[config.mk]
export PLATFORM = sky130hd
export DESIGN_NAME = tss_edge_stage
export DESIGN_NICKNAME = d
export VERILOG_FILES = /design/src/hdl/tss_pkg.sv /design/src/hdl/tss_edge_stage.sv
export SDC_FILE = /design/constraint.sdc
export NUM_CORES = 2
export LEC_CHECK = 0
export ABC_AREA = 1
export BUFFER_PORTS_ARGS = -buffer_cell sky130_fd_sc_hd__buf_2
export CAP_MARGIN = 20
export CORE_MARGIN = 8
export CORE_UTILIZATION = 40
export CTS_CLUSTER_SIZE = 8
export DETAILED_ROUTE_END_ITERATION = 8
export PLACE_DENSITY = 0.54
export SLEW_MARGIN = 20
export SYNTH_ARGS = -nofsm -noshare
export SYNTH_HDL_FRONTEND = slang
export SYNTH_SLANG_ARGS = --single-unit
[constraint.sdc]
create_clock -name aclk -period 13.4 [get_ports aclk]
set_input_delay 4.02 -clock aclk [delete_from_list [all_inputs] [get_ports aclk]]
set_output_delay 4.02 -clock aclk [all_outputs]
set_load 0.01 [all_outputs]
[src/hdl/tss_pkg.sv]
package tss_pkg;

    localparam int COORD_BITS_DEF    = 12;
    localparam int MAX_GRID_SIDE_DEF = 4;

    localparam int CFG_AW    = 5;
    localparam int CFG_DW    = 32;
    localparam int ACTION_W  = 2;
    localparam int ALPHA_W   = 8;
    localparam int COVERED_W = 5;

    typedef enum logic [2:0] {
        REG_VERTEX_AX = 3'd0,
        REG_VERTEX_AY = 3'd1,
        REG_VERTEX_BX = 3'd2,
        REG_VERTEX_BY = 3'd3,
        REG_VERTEX_CX = 3'd4,
        REG_VERTEX_CY = 3'd5,
        REG_GRID_MODE = 3'd6
    } tss_reg_t;

    typedef enum logic [1:0] {
        GRID_1 = 2'd0,
        GRID_2 = 2'd1,
        GRID_4 = 2'd2
    } tss_grid_t;

    typedef enum logic [ACTION_W-1:0] {
        ACT_SKIP  = 2'd0,
        ACT_FULL  = 2'd1,
        ACT_BLEND = 2'd2
    } tss_action_t;

    typedef struct packed {
        logic s1;
        logic s2;
        logic s3;
    } tss_stage_en_t;

    // Largest supported log2 of the grid side for a given maximum side.
    function automatic int cap_log(int max_side);
        int r;
        if (max_side >= 4) begin
            r = 2;
        end else if (max_side >= 2) begin
            r = 1;
        end else begin
            r = 0;
        end
        return r;
    endfunction

    // Grid mode code to log2 of the grid side, limited by the build maximum.
    function automatic logic [1:0] side_log(logic [1:0] mode, logic [1:0] cap);
        logic [1:0] s;
        case (tss_grid_t'(mode))
            GRID_1:  s = 2'd0;
            GRID_2:  s = 2'd1;
            default: s = 2'd2;
        endcase
        if (s > cap) begin
            s = cap;
        end
        return s;
    endfunction

endpackage

[src/hdl/tss_edge_stage.sv]
module tss_edge_stage #(
    parameter int COORD_BITS    = tss_pkg::COORD_BITS_DEF,
    parameter int MAX_GRID_SIDE = tss_pkg::MAX_GRID_SIDE_DEF
) (
    input  logic                          aclk,
    input  tss_pkg::tss_stage_en_t        en,
    input  logic signed [COORD_BITS-1:0]  px,
    input  logic signed [COORD_BITS-1:0]  py,
    input  logic signed [COORD_BITS-1:0]  ux,
    input  logic signed [COORD_BITS-1:0]  uy,
    input  logic signed [COORD_BITS-1:0]  vx,
    input  logic signed [COORD_BITS-1:0]  vy,
    input  logic [1:0]                    side_log,
    output logic [(1 << (2*tss_pkg::cap_log(MAX_GRID_SIDE)))-1:0] neg,
    output logic [(1 << (2*tss_pkg::cap_log(MAX_GRID_SIDE)))-1:0] pos
);

    localparam int W      = COORD_BITS;
    localparam int DW     = W + 1;
    localparam int PW     = 2*W + 2;
    localparam int KW     = 2*W + 3;
    localparam int EW     = 2*W + 7;
    localparam int SIDE_N = 1 << tss_pkg::cap_log(MAX_GRID_SIDE);
    localparam int NSLOT  = SIDE_N * SIDE_N;

    logic signed [DW-1:0] rx, ry, dx, dy;
    logic signed [PW-1:0] prod_a_next, prod_b_next, prod_a_reg, prod_b_reg;
    logic signed [KW-1:0] k_next, k_reg;
    logic signed [EW-1:0] dx_e, dy_e, k8;
    logic [NSLOT-1:0]     neg_next, pos_next, neg_reg, pos_reg;

    assign rx = DW'(px) - DW'(vx);
    assign ry = DW'(py) - DW'(vy);
    assign dx = DW'(ux) - DW'(vx);
    assign dy = DW'(uy) - DW'(vy);

    always_comb begin
        prod_a_next = PW'(rx) * PW'(dy);
        prod_b_next = PW'(dx) * PW'(ry);
    end

    always_ff @(posedge aclk) begin
        if (en.s1) begin
            prod_a_reg <= prod_a_next;
            prod_b_reg <= prod_b_next;
        end
    end

    assign k_next = KW'(prod_a_reg) - KW'(prod_b_reg);

    always_ff @(posedge aclk) begin
        if (en.s2) begin
            k_reg <= k_next;
        end
    end

    // The edge value at a subsample is the pixel-corner value plus the
    // offset of the subsample times the edge direction.
    assign dx_e = EW'(dx);
    assign dy_e = EW'(dy);
    assign k8   = EW'(k_reg) <<< 3;

    for (genvar g = 0; g < NSLOT; g++) begin : g_slot
        localparam int IX = g % SIDE_N;
        localparam int IY = g / SIDE_N;
        logic [2:0]           ox, oy;
        logic signed [EW-1:0] tx, ty, e;

        assign ox = 3'(4'(2*IX + 1) << (2'd2 - side_log));
        assign oy = 3'(4'(2*IY + 1) << (2'd2 - side_log));
        assign tx = (ox[0] ? dy_e : '0) + (ox[1] ? (dy_e <<< 1) : '0)
                  + (ox[2] ? (dy_e <<< 2) : '0);
        assign ty = (oy[0] ? dx_e : '0) + (oy[1] ? (dx_e <<< 1) : '0)
                  + (oy[2] ? (dx_e <<< 2) : '0);
        assign e  = k8 + tx - ty;
        assign neg_next[g] = e[EW-1];
        assign pos_next[g] = ~e[EW-1] & (|e);
    end

    always_ff @(posedge aclk) begin
        if (en.s3) begin
            neg_reg <= neg_next;
            pos_reg <= pos_next;
        end
    end

    assign neg = neg_reg;
    assign pos = pos_reg;

endmodule

==> run metrics <==
status completed; post-synth cell types 64; Async S/R FF share, synth 0%; vias in the first global route 69600; crit path time final 12.62 ns; Crit-path slowest cell xnor2_2; drt total wl 310000 microns; Hold Crit Class flip-flop to flip-flop; Die Wd 418 microns; most common cell after layout, fill and taps aside nand2_1; Layout area overhead 8.97%; postcts setup bufs 0; CP Max Fanout 6; Max Slew Vio Count 0; all-layer global routing usage 34.5%; max reg flops 27; Initial Util 40.2%; ANT nets after route 0; period utilization 94.2%; Clock Path Buffers 2; Syn Area/Cell 6.29 sq um; Congestion Overflow GR 0; total core area 0.160 sq mm; row count 147; Syn Std Cell Area 0.0645 sq mm; nets 12000; GPL Wtd Cong 1.11; clock sink total 111; drt pass-1 iters 8; EDFF count, synth 111; syn nets 11700; R2R Path Start k_reg[4]$_DFFE_PP_; kind of critical path primary input to flip-flop; Detailed Place HPWL 268000 microns; initial antenna violation count 20; Yosys reg bits 111; top_reg_cell synth edfxtp_1; maxcap violations 0; share of layout cells above drive strength 1 6.43%; measured slew at the worst slew-check pin 1.31 ns; max incr delay on CP 0.97 ns; total number of vias 70600; WP data required 13.61 ns; most used cell along the critical path nand2_1; IO Count 110; # port buffers 109; setup_tns 0 ns; Clock Pin Slew Worst Setup and Hold Paths 0.10 ns; DR DRC count 0; CTS tree built; unrepaired setup endpoints after global routing false; Worst EP arrival 12.83 ns; Vias/cell 5.55; nature of the critical path startpoint primary input; first-iteration detailed-routing DRC count 6110; register area share after synthesis 5.17%; Worst setup startpoint uy[0]; commonest non-fill, non-tap cells in the layout 2850 x nand2_1, 1740 x inv_1, 1082 x nor2_1; largest net degree at the start of global routing 53; Clock Skews 0.0347 ns; final setup fails 0; CP endpoint kind flip-flop; hold_sp prod_b_reg[0]$_DFFE_PP_; FMAX 79.2 MHz; CTS H-tree lvls 3; die area 0.174 sq mm; CTS buffer count 9; Cells after Synth 10200; first-pass GRT wire length 446000 microns; WL per Instance 24.4 microns; Post-CTS Resized 0; FILL cells 17400; Hold Violations, Final 0; Post-CTS Hold Buffers 0; Max-slew headroom 12.8%; DIE HEIGHT 418 microns; clk_lat worst skew 0.47 ns; Ys Warns 0; CTS root buffer clkbuf_16
==> worst paths after layout <==
check                       end  slack, ns  cells past startpoint
min          k_reg[0]$_DFFE_PP_       0.65                      2
min reg2reg  k_reg[0]$_DFFE_PP_       0.65                      2
max reg2reg    pos[9]$_DFFE_PP_       6.20                     27
max            pos[9]$_DFFE_PP_       0.78                     38
==> critical path, delay by kind of cell <==
family | cells | cell delay [ns]
compound gates | 5 | 1.14
xor+xnor | 2 | 1.36
fa+ha+maj | 6 | 2.44
simple gates | 19 | 3.08
buf+inv | 6 | 0.75
==> routing by layer <==
metal	wire length, microns	track usage (%)	part of all wire (%)	vias up
met4	28000	25.1	9.0	6
met3	23200	5.91	7.5	753
met1	119000	40.3	39	33500
met2	140000	57.0	45	2833
li1	-	-	-	33500
met5	42	0	0.014	-
==> through the flow <==
stage	worst slack (ns)	hold slack, ns	util [%]	cells	instance area [sq um]
finish	0.781	0.650	43.8	12700	70300
floorplan	2.20	0.607	-	10200	64500
global route	0.607	0.677	43.8	12700	70300
detailed placement	0.615	0.647	43.6	12700	69900
global placement	0.694	0.654	43.6	12700	69900
CTS	1.12	0.644	43.8	12700	70300
==> synthesized netlist by cell type (69+ instances only) <==
master / instances / area [sq um]
ha_1: 870 / 10900
o21bai_1: 70 / 526
o21ai_0: 308 / 1540
a21oi_1: 696 / 3480
xnor2_1: 159 / 1390
nand4_1: 163 / 1020
nand2_1: 2850 / 10700
xor2_1: 249 / 2180
nand2_2: 69 / 432
fa_1: 523 / 10500
inv_1: 1740 / 6530
nand3_1: 654 / 3270
edfxtp_1: 111 / 3330
nor2_1: 1085 / 4070
nor3_1: 91 / 455
==> cells by family after synthesis <==
family / synth area share, %
xor gates and xnor gates: 5.54
and+or+nand+nor: 33.3
buffers and inverters: 11.0
AOI/OAI and AO/OA: 11.9
adders and majority gates: 33.1
DFF: 5.17
==> layout make-up <==
| type | instances | area [sq um] | area share (%) |
|---|---|---|---|
| clock inverter | 7 | 98.8 | 0.141 |
| clock buffer | 9 | 225 | 0.320 |
| timing repair buffer | 380 | 2640 | 3.76 |
| inverter | 1785 | 6700 | 9.54 |
| sequential | 111 | 3330 | 4.74 |
| tap | 2160 | 2700 | 3.85 |
| multi-input combinational | 8268 | 54600 | 77.6 |
| antenna | 7 | 17.5 | 0.0249 |
Power is not shown: default switching activity piles up to over one toggle a cycle in this logic, so the estimate is an artifact.
